<file path="src/rtl/rv64i_integer_execute_core_defines.svh">
// ----------------------------------------------------------------------------
// RV64I integer execute core: assertion macros
// Plain and implication property checks used by the core's back end.
// ----------------------------------------------------------------------------
`ifndef RV64I_INTEGER_EXECUTE_CORE_DEFINES_SVH
`define RV64I_INTEGER_EXECUTE_CORE_DEFINES_SVH

`ifndef SYNTH
`define RVX_ASSERT(lbl, clk, rstn, prop) \
    lbl: assert property (@(posedge clk) disable iff (!rstn) (prop)) \
        else $error("rvx assertion failed");
`define RVX_ASSERT_IMP(lbl, clk, rstn, ante, cons) \
    lbl: assert property (@(posedge clk) disable iff (!rstn) (ante) |-> (cons)) \
        else $error("rvx implication failed");
`else
`define RVX_ASSERT(lbl, clk, rstn, prop)
`define RVX_ASSERT_IMP(lbl, clk, rstn, ante, cons)
`endif

`endif

</file>
<file path="src/rtl/rvx_pkg.sv">
// ----------------------------------------------------------------------------
// RV64I integer execute core package
// Widths, opcodes, status codes and the types shared between front and back.
// ----------------------------------------------------------------------------
package rvx_pkg;

    localparam int XLEN        = 64;
    localparam int ILEN        = 32;
    localparam int REG_COUNT   = 32;
    localparam int REG_AW      = $clog2(REG_COUNT);
    localparam int MEM_BYTES   = 4096;
    localparam int MEM_AW      = $clog2(MEM_BYTES);
    localparam int QUEUE_DEPTH = 2;
    localparam int QPTR_W      = $clog2(QUEUE_DEPTH);

    localparam logic [6:0] OPC_LUI    = 7'h37;
    localparam logic [6:0] OPC_AUIPC  = 7'h17;
    localparam logic [6:0] OPC_JAL    = 7'h6F;
    localparam logic [6:0] OPC_JALR   = 7'h67;
    localparam logic [6:0] OPC_BRANCH = 7'h63;
    localparam logic [6:0] OPC_LOAD   = 7'h03;
    localparam logic [6:0] OPC_STORE  = 7'h23;
    localparam logic [6:0] OPC_ALUI   = 7'h13;
    localparam logic [6:0] OPC_ALUR   = 7'h33;
    localparam logic [6:0] OPC_ALUIW  = 7'h1B;
    localparam logic [6:0] OPC_ALURW  = 7'h3B;
    localparam logic [6:0] OPC_FENCE  = 7'h0F;
    localparam logic [6:0] OPC_SYSTEM = 7'h73;

    localparam logic [ILEN-1:0] WORD_ECALL  = 32'h0000_0073;
    localparam logic [ILEN-1:0] WORD_EBREAK = 32'h0010_0073;

    localparam logic [6:0] F7_BASE = 7'h00;
    localparam logic [6:0] F7_ALT  = 7'h20;
    localparam logic [5:0] F6_BASE = 6'h00;
    localparam logic [5:0] F6_ALT  = 6'h10;

    localparam logic [2:0] F3_ADD  = 3'd0;
    localparam logic [2:0] F3_SLL  = 3'd1;
    localparam logic [2:0] F3_SLT  = 3'd2;
    localparam logic [2:0] F3_SLTU = 3'd3;
    localparam logic [2:0] F3_XOR  = 3'd4;
    localparam logic [2:0] F3_SR   = 3'd5;
    localparam logic [2:0] F3_OR   = 3'd6;
    localparam logic [2:0] F3_AND  = 3'd7;

    localparam logic [2:0] F3_BEQ  = 3'd0;
    localparam logic [2:0] F3_BNE  = 3'd1;
    localparam logic [2:0] F3_BLT  = 3'd4;
    localparam logic [2:0] F3_BGE  = 3'd5;
    localparam logic [2:0] F3_BLTU = 3'd6;
    localparam logic [2:0] F3_BGEU = 3'd7;

    localparam logic [2:0] F3_LB  = 3'd0;
    localparam logic [2:0] F3_LH  = 3'd1;
    localparam logic [2:0] F3_LW  = 3'd2;
    localparam logic [2:0] F3_LD  = 3'd3;
    localparam logic [2:0] F3_LBU = 3'd4;
    localparam logic [2:0] F3_LHU = 3'd5;
    localparam logic [2:0] F3_LWU = 3'd6;
    localparam logic [2:0] F3_BAD = 3'd7;

    localparam logic [1:0] ST_NORMAL  = 2'd0;
    localparam logic [1:0] ST_ECALL   = 2'd1;
    localparam logic [1:0] ST_EBREAK  = 2'd2;
    localparam logic [1:0] ST_ILLEGAL = 2'd3;

    typedef enum logic [3:0] {
        OP_LUI,
        OP_AUIPC,
        OP_JAL,
        OP_JALR,
        OP_BRANCH,
        OP_LOAD,
        OP_STORE,
        OP_ALUI,
        OP_ALUR,
        OP_ALUIW,
        OP_ALURW,
        OP_NONE
    } t_op;

    typedef struct packed {
        t_op               op;
        logic [2:0]        f3;
        logic              alt;
        logic [REG_AW-1:0] rs1;
        logic [REG_AW-1:0] rs2;
        logic [REG_AW-1:0] rd;
        logic [XLEN-1:0]   imm;
        logic [1:0]        status;
    } t_uop;

    typedef struct packed {
        logic valid;
        t_uop uop;
    } t_front_stat;

    typedef struct packed {
        logic clearing;
        logic pop;
    } t_back_ctl;

endpackage

</file>
<file path="src/rtl/rvx_instr_if.sv">
// ----------------------------------------------------------------------------
// Instruction channel
// Valid/ready channel that carries one instruction word per item.
// ----------------------------------------------------------------------------
interface rvx_instr_if import rvx_pkg::*; ();
    logic            valid;
    logic            ready;
    logic [ILEN-1:0] instruction_word;

    modport source (output valid, output instruction_word, input ready);
    modport sink   (input valid, input instruction_word, output ready);
endinterface

</file>
<file path="src/rtl/rvx_front.sv">
// ----------------------------------------------------------------------------
// RV64I front end
// Accepts instruction words, decodes format, legality and immediate, and
// holds the decoded items in a short queue for the back end.
// ----------------------------------------------------------------------------
module rvx_front import rvx_pkg::*; (
    input  logic        i_clk,
    input  logic        i_rst_n,
    rvx_instr_if.sink   i_instr,
    input  t_back_ctl   i_back,
    output t_front_stat o_front
);
    t_uop              r_q [QUEUE_DEPTH];
    logic [QPTR_W-1:0] r_wr_ptr;
    logic [QPTR_W-1:0] r_rd_ptr;
    logic [QPTR_W:0]   r_count;
    logic              push;
    logic              pop;
    t_uop              dec;
    logic [ILEN-1:0]   w;
    logic [6:0]        opc;
    logic [2:0]        f3;
    logic [6:0]        f7;
    logic [5:0]        f6;
    logic              bad;

    assign i_instr.ready = (r_count != (QPTR_W+1)'(QUEUE_DEPTH)) && !i_back.clearing;
    assign push = i_instr.valid && i_instr.ready;
    assign pop  = i_back.pop && (r_count != '0);

    assign w   = i_instr.instruction_word;
    assign opc = w[6:0];
    assign f3  = w[14:12];
    assign f7  = w[31:25];
    assign f6  = w[31:26];

    always_comb begin
        bad        = 1'b0;
        dec.op     = OP_NONE;
        dec.f3     = f3;
        dec.alt    = 1'b0;
        dec.rs1    = w[19:15];
        dec.rs2    = w[24:20];
        dec.rd     = w[11:7];
        dec.imm    = {{(XLEN-12){w[31]}}, w[31:20]};
        dec.status = ST_NORMAL;
        unique case (opc)
            OPC_LUI: begin
                dec.op  = OP_LUI;
                dec.imm = {{(XLEN-32){w[31]}}, w[31:12], 12'b0};
            end
            OPC_AUIPC: begin
                dec.op  = OP_AUIPC;
                dec.imm = {{(XLEN-32){w[31]}}, w[31:12], 12'b0};
            end
            OPC_JAL: begin
                dec.op  = OP_JAL;
                dec.imm = {{(XLEN-21){w[31]}}, w[31], w[19:12], w[20], w[30:21], 1'b0};
            end
            OPC_JALR: begin
                dec.op = OP_JALR;
                bad    = (f3 != 3'd0);
            end
            OPC_BRANCH: begin
                dec.op  = OP_BRANCH;
                dec.imm = {{(XLEN-13){w[31]}}, w[31], w[7], w[30:25], w[11:8], 1'b0};
                bad     = (f3 == 3'd2) || (f3 == 3'd3);
            end
            OPC_LOAD: begin
                dec.op = OP_LOAD;
                bad    = (f3 == F3_BAD);
            end
            OPC_STORE: begin
                dec.op  = OP_STORE;
                dec.imm = {{(XLEN-12){w[31]}}, w[31:25], w[11:7]};
                bad     = f3[2];
            end
            OPC_ALUI: begin
                dec.op = OP_ALUI;
                if (f3 == F3_SLL) begin
                    bad = (f6 != F6_BASE);
                end else if (f3 == F3_SR) begin
                    bad     = (f6 != F6_BASE) && (f6 != F6_ALT);
                    dec.alt = (f6 == F6_ALT);
                end
            end
            OPC_ALUR: begin
                dec.op  = OP_ALUR;
                dec.alt = (f7 == F7_ALT);
                bad     = !((f7 == F7_BASE) ||
                            ((f7 == F7_ALT) && ((f3 == F3_ADD) || (f3 == F3_SR))));
            end
            OPC_ALUIW: begin
                dec.op  = OP_ALUIW;
                dec.alt = (f3 == F3_SR) && (f7 == F7_ALT);
                bad     = !((f3 == F3_ADD) ||
                            ((f3 == F3_SLL) && (f7 == F7_BASE)) ||
                            ((f3 == F3_SR) && ((f7 == F7_BASE) || (f7 == F7_ALT))));
            end
            OPC_ALURW: begin
                dec.op  = OP_ALURW;
                dec.alt = (f7 == F7_ALT);
                bad     = !(((f3 == F3_ADD) && ((f7 == F7_BASE) || (f7 == F7_ALT))) ||
                            ((f3 == F3_SLL) && (f7 == F7_BASE)) ||
                            ((f3 == F3_SR) && ((f7 == F7_BASE) || (f7 == F7_ALT))));
            end
            OPC_FENCE: begin
                bad = (f3 != 3'd0);
            end
            OPC_SYSTEM: begin
                if (w == WORD_ECALL) begin
                    dec.status = ST_ECALL;
                end else if (w == WORD_EBREAK) begin
                    dec.status = ST_EBREAK;
                end else begin
                    bad = 1'b1;
                end
            end
            default: begin
                bad = 1'b1;
            end
        endcase
        // An illegal word turns into a no-op that only reports its status.
        if (bad) begin
            dec.op     = OP_NONE;
            dec.status = ST_ILLEGAL;
        end
    end

    always_ff @(posedge i_clk) begin
        if (push) begin
            r_q[r_wr_ptr] <= dec;
        end
    end

    always_ff @(posedge i_clk) begin
        if (!i_rst_n) begin
            r_wr_ptr <= '0;
            r_rd_ptr <= '0;
            r_count  <= '0;
        end else begin
            if (push) begin
                r_wr_ptr <= r_wr_ptr + 1'b1;
            end
            if (pop) begin
                r_rd_ptr <= r_rd_ptr + 1'b1;
            end
            if (push && !pop) begin
                r_count <= r_count + 1'b1;
            end else if (pop && !push) begin
                r_count <= r_count - 1'b1;
            end
        end
    end

    assign o_front.valid = (r_count != '0);
    assign o_front.uop   = r_q[r_rd_ptr];
endmodule

</file>
<file path="src/flat_wrapper.sv">
// flat-port wrapper written by rule: the top's interface ports become plain ports
module rvx_front_flat import rvx_pkg::*;
  (i_clk, i_rst_n, i_back, o_front, i_instr_valid, i_instr_instruction_word, i_instr_ready);
  rvx_instr_if i_instr_i ();
  input  logic i_clk;
  input  logic i_rst_n;
  input  t_back_ctl i_back;
  output t_front_stat o_front;
  input wire logic [$bits(i_instr_i.valid)-1:0] i_instr_valid;
  input wire logic [$bits(i_instr_i.instruction_word)-1:0] i_instr_instruction_word;
  output wire logic [$bits(i_instr_i.ready)-1:0] i_instr_ready;
  assign i_instr_i.valid = i_instr_valid;
  assign i_instr_i.instruction_word = i_instr_instruction_word;
  assign i_instr_ready = i_instr_i.ready;
  rvx_front u_core (.i_clk(i_clk), .i_rst_n(i_rst_n), .i_instr(i_instr_i), .i_back(i_back), .o_front(o_front));
endmodule
</file>
<file path="config.mk">
export PLATFORM = sky130hd
export DESIGN_NAME = rvx_front_flat
export DESIGN_NICKNAME = d
export VERILOG_FILES = /design/src/rtl/rv64i_integer_execute_core_defines.svh /design/src/rtl/rvx_pkg.sv /design/src/rtl/rvx_instr_if.sv /design/src/rtl/rvx_front.sv /design/src/flat_wrapper.sv
export SDC_FILE = /design/constraint.sdc
export NUM_CORES = 1
export LEC_CHECK = 0
export ABC_AREA = 1
export BUFFER_PORTS_ARGS = -buffer_cell sky130_fd_sc_hd__buf_2
export CAP_MARGIN = 20
export CORE_AREA = 2 2 87 123
export CTS_BUF_LIST = sky130_fd_sc_hd__clkbuf_4 sky130_fd_sc_hd__clkbuf_8
export DETAILED_ROUTE_END_ITERATION = 7
export DIE_AREA = 0 0 89 125
export PLACE_DENSITY = 0.92
export SLEW_MARGIN = 5
export SYNTH_ARGS = -nofsm -noshare
export SYNTH_HDL_FRONTEND = slang
export SYNTH_SLANG_ARGS = --single-unit
</file>
<file path="constraint.sdc">
create_clock -name i_clk -period 4.1 [get_ports i_clk]
set_clock_uncertainty 0.1 [all_clocks]
set_input_delay 0.615 -clock i_clk [delete_from_list [all_inputs] [get_ports i_clk]]
set_output_delay 0.615 -clock i_clk [all_outputs]
set_load 0.02 [all_outputs]
</file>
== Yosys cells after proc, flatten, opt, wreduce, memory -nomap -nowiden ==
Memory sizes are Yosys's and may differ from the RTL's. A register that Yosys moved wholly into a read port is not among the register bits.
Cells that the tools add are included.
Storage, ports and cells
  bits in writable memories: 178
  ROM bits: 0
  bits in registers: 4
  input bits: 37
  memories kept: 1
  bits in latches: 0
  word-level logic and storage cells: 88
Memory list
  u_core.r_q: words 2, width 89, rd ports 1, clocked after memory_dff 1, write ports 1, RTL line rvx_front.sv:13  | t_uop r_q [QUEUE_DEPTH];
Operators by class
  reductions and logical operators: 35
  divide/modulo/power cells: 0
  muxes and demuxes: 21
  shift-type cells: 0
  multiply operators: 0
  eq/ne operators: 24
  magnitude comparators: 0
  add/sub/neg operators: 4
  bitwise gates (word level): 0
Operators by type and width (count)
  31-bit case mux with 4 select lines: 1
  4-bit case mux with 11 select lines: 1
  7-bit by 6-bit equality test with 1-bit output (second input constant): 5
  32-bit by 21-bit equality test with 1-bit output (second input constant): 1
  32-bit by 7-bit equality test with 1-bit output (second input constant): 1
  7-bit equality test (second input constant): 4
  7-bit by 5-bit equality test with 1-bit output (second input constant): 3
  2-bit 2-to-1 mux: 6
  1-bit logical AND: 11
  1-bit 2-to-1 mux: 10
  1-bit case mux with 10 select lines: 1
  1-bit logical OR: 8
  7-bit by 2-bit equality test with 1-bit output (second input constant): 1
  7-bit by 4-bit equality test with 1-bit output (second input constant): 1
  7-bit zero test: 1
  3-bit by 2-bit equality test with 1-bit output (second input constant): 2
  3-bit equality test (second input constant): 2
  6-bit by 5-bit equality test with 1-bit output (second input constant): 1
  1-bit zero test: 6
  6-bit by 5-bit inequality test with 1-bit output (second input constant): 1
  6-bit nonzero test: 1
  2-bit OR reduction: 3
  4-bit 2-to-1 mux: 1
  2-bit nonzero test: 2
  9 further kinds: 10

== Logic depth before layout (Yosys ltp) ==
Gate-level depths: netlist of run 1.
  depth in word-level cells: 8
  depth in mapped cells: 11

== Least setup slack after synthesis of run 1 ==
Ideal clock, no wire load.
  path kind: input port to flip-flop
  start point: input i_back[1] (netlist bit)
  end point: memory u_core.r_q[0][0] (netlist bit), enable pin
  path buffers: 0
  slack: -94 ps
  data required time: 3528 ps
  setup time: 472 ps
  cell stages on the path: 3
  arrival: 3622 ps
  cell sequence: a21oi_1 -> nand2_1 -> nor2_1
On the way
  word-level cells in the longest chain between the ends: 5
RTL lines
  from (decl): RTL line flat_wrapper.sv:7  | input t_back_ctl i_back;
  1-bit zero test: RTL line rvx_front.sv:27  | assign i_instr.ready = (r_count != (QPTR_W+1)'(QUEUE_DEPTH)) && !i_back.clearing;
  1-bit logical AND: RTL line rvx_front.sv:27
  1-bit logical AND: RTL line rvx_front.sv:28  | assign push = i_instr.valid && i_instr.ready;
  1-bit 2-to-1 mux: RTL line rvx_front.sv:131  | if (push) begin
  1-bit 2-to-1 mux (not written as such): RTL line rvx_front.sv:132  | r_q[r_wr_ptr] <= dec;
  to (decl): RTL line rvx_front.sv:13
Every way passes these cells.

==> results of run 1 <==
==> stage by stage <==
step	total power [mW]	util
global route	3.39	0.645
detailed placement	2.18	0.602
global placement	2.16	0.602
finish	3.27	0.645
CTS	3.29	0.645
floorplan	2.01	-
==> cells in the final DEF (no fill, tap or decap), types with 2 or more instances in the layout <==
master	instances
buf_2	127
edfxtp_1	114
mux2_2	57
nand2_1	51
inv_1	38
nor2_1	37
o21ai_0	27
clkbuf_8	21
nand3_1	19
a21oi_1	11
nand4_1	8
nor2_4	6
nor3_1	5
nor2_2	4
buf_4	4
dfxtp_1	4
inv_2	3
nand2_4	3
o22ai_1	3
clkbuf_4	3
bufinv_16	3
clkinv_2	3
nand3_2	2
clkinvlp_4	2
==> area by class of cell <==
class | count | area share
clock buffers | 24 | 0.0477
clock inverters | 8 | 0.0184
inverters | 42 | 0.0245
multi-input cells | 241 | 0.241
flip-flops and latches | 119 | 0.540
well taps | 138 | 0.0264
repair buffers | 131 | 0.102
==> registers in the layout (all words and copies together) (netlist names), named ones only <==
signal and flops:
u_core.r_rd_ptr 1, u_core.r_q 114, u_core.r_count 2, u_core.r_wr_ptr 1
==> worst max-delay path: stages (launching register included) <==
cell,delay [ns]
dfxtp_2,0.73
buf_4,0.39
mux2_2,0.38
buf_2,0.16
==> cells by family after synthesis <==
kind of cell / after synthesis
mux: 57
fa+ha+maj: 1
buf+inv: 82
compound gates: 45
simple gates: 138
flops: 119
==> per-layer routing <==
layer,GRT usage,part of all wire,vias to the layer above
met3,0.0660,0.076,36
met4,0.116,0.043,0
met1,0.240,0.35,1799
met5,0,0,-
li1,-,-,1755
met2,0.373,0.53,218
==> worst max path at each step <==
stage | endpoint | slack [ns] | depth (start not counted)
after CTS | o_front[9] | 1.23 | 3
after global routing | o_front[86] | 1.15 | 3
after global placement | u_core.r_q[0][85] | 1.64 | 5
after floorplan | u_core.r_q[0][0] | -0.09 | 3
after detailed placement | u_core.r_q[0][2] | 1.59 | 5
final | o_front[86] | 1.28 | 3
==> report_power, final <==
part           total (mW)  switching, mW  internal (mW)
clock                1.12          0.435          0.683
sequential           1.46         0.0413           1.42
combinational       0.695          0.444          0.250
==> results.md, run 1 <==
* Max FO, Critical Path at 28
* Num rows at 44
* F_max at around 0.35 GHz
* Synth Flop Type: edfxtp_1
* Synth cell types at 29
* Post_cts resized at 0
* Routability cong. at 0.944
* Final ANT Viol Nets at 0
* RR Startpoint: u_core.r_count[0]
* Worst Tran Pin Value at between 0.7 and 0.8 ns
* Remaining Overflow, GRT at 0
* Non-filler instance count after layout at approximately 700
* Die X at ~90 µm
* Worst Hold End: u_core.r_q[0][76]
* DP Worst Slack at ~1.6 ns
* Drt total wl at ~12000 µm
* Post-Syn Area at 5520 µm²
* CP Capture Type: output port
* Root buffer cell: clkbuf_8
* Avg WL per Cell at 16.9 µm
* Worst rel slew slack at 0.490
* Post-place instance area at about 6100 µm²
* Post-Synth Simple-Gate Area at 0.120
* Number of diodes at 0
* Residual DRC at 0
* Leakage at roughly 2.6 nW
* CTS sink count at roughly 120
* Pre-antenna DRT Iters at 6
* CTS tree: built
* Crit start category: register
* CP required at between 3 and 4 ns
* Share of cells above drive strength 1 at 0.430
* Worst Hold Class: in -> reg
* Post-synthesis net count at 480
* Fin Setup TNS at 0 ns
* FF-to-FF setup slack at around 1.8 ns
* Synth area leader: edfxtp_1
* Reg clk slew, reported paths at approximately 0.070 ns
* NumNets Final at a little under 600
* First-pass GRT wire length at 17900 µm
* Synth Area in Adders at 0.00227
* Final Cycle Share at 0.687
* Design area at between 6000 and 7000 µm²
* PwrDens at ~500 nW/µm²
* Crit path DAT at between 2 and 2.5 ns
* Syn_area_per_cell at around 12 µm²
* Post-CTS Setup Bufs at 0
* Synth top area share at 0.620
* Vias in the first global route at between 3000 and 4000
* Largest net degree at the start of global routing at 58
* CTS max path bufs at 2
* Seq/Total Area, Yosys at 0.638
* # setup viols final at 0
* Largest family of logic cells by synthesized area: simple AND/OR/NAND/NOR gates
* Dpl cells at between 600 and 700
* CTS buffer count at 17
* Total of max-cap violations at 0
* Via count at 3808
* CTS HTree Levels at 4
* Yosys reg bits at roughly 120
* Reg2Reg Depth at 5
* RSZ-0062 raised after global routing: false
* Hpwl dp at 8450 µm
* Multi-input gate area at about 1600 µm²
* Core box area at 10100 µm²
* Initial antenna violation count at 0
* Post-synth EDFFs at 114
* Worst hold path depth at 1
* I/O Buffers at between 100 and 150
* Final Hold Fails at 0
* Overall Global Routing Usage at 0.219
* First DRT Iteration DRCs at approximately 310
* DR vias/cell at 5.42
* Reg area at ~3500 µm²
* Most frequent cell after synthesis: edfxtp_1
* Proportion of synthesized area in mux cells at 0.116
* Synth Area in Compound Gates at 0.0442
* Critical path type: reg -> out
* Synth warn at 0
* Clock Latency Late Sink at approximately 0.43 ns
* Hold slack at a little over 0.3 ns
* Post-Syn Instances at 442
* VDD IR max at 0.188 mV
* R2R Path End: u_core.r_q[0][10]
* XOR/XNOR share of the synthesized area at 0
* IO Count at 128
* Top cells by area, synth: edfxtp_1, mux2_2, buf_4
* Worst Slack Setup Final at approximately 1.3 ns
* Hold Crit Start: i_instr_instruction_word[15]
* Die Y at ~130 µm
* Fillers at 750
* Die ar. at between 10000 and 15000 µm²
* # hold bufs at CTS at 0
* Ys async rst share at 0
* Status: completed
* Initial Util at 0.545
* Layout area overhead at 18.3%
* Fin. max-slew vios at 0
* Synth cell count leaders: edfxtp_1, mux2_2, nand2_1
* Tmin final at around 2.8 ns
(Power assumes the default switching activity.)
==> run 2: changes to the inputs <==
- ABC_AREA: 1 -> 0
- CORE_AREA: 2 2 87 123 -> 2 2 87 122
- DIE_AREA: 0 0 89 125 -> 0 0 89 124
- clock period: 4.1 -> 2.9 ns (I/O delays scaled with it)
==> results.md, run 2 <==
* Status: completed
* Syn_area_per_cell at between 10 and 15 µm²
* Vias in the first global route at between 3000 and 4000
* Number of diodes at 0
* DP Worst Slack at between 0.4 and 0.5 ns
* NumNets Final at roughly 500
* Overall Global Routing Usage at 0.214
* I/O Buffers at between 100 and 150
* FF-to-FF setup slack at about 0.93 ns
* Root buffer cell: clkbuf_8
* Remaining Overflow, GRT at 0
* Biggest regs: u_core.r_q: 114 flops, u_core.r_count: 2 flops
* Largest net degree at the start of global routing at 47
* Layout area overhead at 17.8%
* Crit start category: register
* Most frequent cell after synthesis: edfxtp_1
* Worst Slack Setup Final at 0.440 ns
* CTS HTree Levels at 4
* First-pass GRT wire length at roughly 17000 µm
* Post-Syn Instances at ~370
* Worst hold path depth at 1
* Post-synth EDFFs at 114
* Final Hold Fails at 0
* Total of max-cap violations at 0
* Hold Crit Start: i_instr_instruction_word[15]
* R2R Path End: u_core.r_q[0][86]
* Largest Register: u_core.r_q
* Final ANT Viol Nets at 0
* First DRT Iteration DRCs at around 230
* # setup viols final at 0
* Critical path type: reg -> out
* Max FO, Critical Path at 20
* Fin Setup TNS at 0 ns
* Commonest cells after routing, fill and taps aside: buf_2, edfxtp_1, mux2_2
* Reg clk slew, reported paths at roughly 0.080 ns
* Most common cell after layout, fill and taps aside: buf_2
* Num rows at 43
* VDD IR max at between 0.5 and 0.6 mV
* Synth top area share at 0.628
* Power share of the sequential group at 0.408
* Psw at ~1.8 mW
* Top cells by area, synth: edfxtp_1, mux2_2, buf_4
* Largest register FFs at roughly 110
* Initial antenna violation count at 0
* Die Y at around 120 µm
* Crit path DAT at between 1.5 and 2 ns
* Tmin final at 2.46 ns
* Share of cells above drive strength 1 at 0.466
* Seq/Total Area, Yosys at 0.646
* Worst Hold End: u_core.r_q[0][76]
* Hpwl dp at about 7900 µm
* PwrDens at 816 nW/µm²
* Drt total wl at ~12000 µm
* Yosys reg bits at between 100 and 150
* Fillers at about 760
* Post-CTS Setup Bufs at 0
* Hold slack at 0.138 ns
* Routability cong. at ~0.84
* Synth cell count leaders: edfxtp_1, mux2_2, buf_4
* Logic gate share of total power at 0.310
* Reg2Reg Depth at 5
* Leakage at ~2.5 nW
* Residual DRC at 0
* CTS buffer count at 17
* Via count at between 3000 and 4000
* CTS sink count at 119
* Final Cycle Share at 0.848
* F_max at between 0.4 and 0.5 GHz
* # hold bufs at CTS at 0
* Avg WL per Cell at between 15 and 20 µm
* Clock Latency Late Sink at 0.43 ns
* Worst rel slew slack at 0.459
* Synth area leader: edfxtp_1
* Fin. max-slew vios at 0
* RSZ-0062 raised after global routing: false
* Synth warn at 0
* Pre-antenna DRT Iters at 5
* Clock power share at 0.281
* Post_cts resized at 0
* Core box area at 9900 µm²
* CP Capture Type: output port
* CTS max path bufs at 2
* Initial Util at 0.551
* Die ar. at approximately 11000 µm²
* Worst Hold Class: in -> reg
* Post-Syn Area at 5460 µm²
* CP required at 2.37 ns
* Synth Flop Type: edfxtp_1
* Worst Tran Pin Value at 0.809 ns
* RR Startpoint: u_core.r_count[0]
* Post-synthesis net count at ~410
* Ys async rst share at 0
* Synth cell types at between 50 and 60
* IO Count at approximately 130
* Internal power at 3.47 mW
* Die X at approximately 90 µm
* Post-layout power at ~5.2 mW
* DR vias/cell at between 5 and 6
* Sw Ratio at 0.337
* CTS tree: built
==> run 2: worst max-delay path by stage <==
stage | from | depth (start not counted) | to
after floorplan | i_back[1] | 2 | u_core.r_q[1][0]
after global placement | i_instr_instruction_word[26] | 6 | u_core.r_q[0][86]
after detailed placement | i_instr_instruction_word[26] | 6 | u_core.r_q[1][86]
after CTS | register | 3 | o_front[20]
after global routing | register | 2 | o_front[61]
final | register | 3 | o_front[5]
==> run 2: kinds of logic after synthesis <==
logic type / Yosys count / share of synthesized area
flops: 119 / 0.646
mux: 57 / 0.118
xor+xnor: 5 / 0.00803
buf+inv: 56 / 0.0661
fa+ha+maj: 1 / 0.00229
compound gates: 56 / 0.0759
simple gates: 79 / 0.0842
==> run 2: cell type report <==
| type | count | area [µm²] | area share |
|---|---|---|---|
| Multi-Input combinational cell | 198 | 1580 | 0.246 |
| Clock buffer | 17 | 234 | 0.0364 |
| Sequential cell | 119 | 3520 | 0.549 |
| Inverter | 7 | 26.3 | 0.00409 |
| Clock inverter | 15 | 171 | 0.0267 |
| Timing Repair Buffer | 133 | 718 | 0.112 |
| Tap cell | 135 | 169 | 0.0263 |
==> run 2: worst max-delay path: stages (launching register included) <==
cell     delay [ns]
dfxtp_2        0.66
buf_4          0.30
mux2_2         0.37
buf_2          0.16
==> run 2: metal layers <==
metal / global-route usage / vias up / wire, µm
li1: - / 1589 / -
met1: 0.240 / 1659 / 4180
met2: 0.367 / 182 / 6130
met3: 0.0577 / 26 / 878
met4: 0.112 / 0 / 341
met5: 0 / - / 0
==> run 2: metrics by stage <==
| stage | util | std cells | instance area, µm² |
|---|---|---|---|
| 2_1_floorplan | - | 373 | 5460 |
| 3_3_place_gp | 0.608 | 592 | 6020 |
| 3_5_place_dp | 0.608 | 592 | 6020 |
| 4_1_cts | 0.649 | 624 | 6420 |
| 5_1_grt | 0.649 | 624 | 6420 |
| 6_report | 0.649 | 624 | 6420 |
==> run 2: power by group through the flow <==
stage	clock [mW]	sequential, mW	combinational, mW
finish	1.48	2.14	1.63
global route	1.59	2.15	1.75
CTS	1.51	2.14	1.64
detailed placement	0	2.18	1.63
global placement	0	2.17	1.60
floorplan	0	2.12	1.30
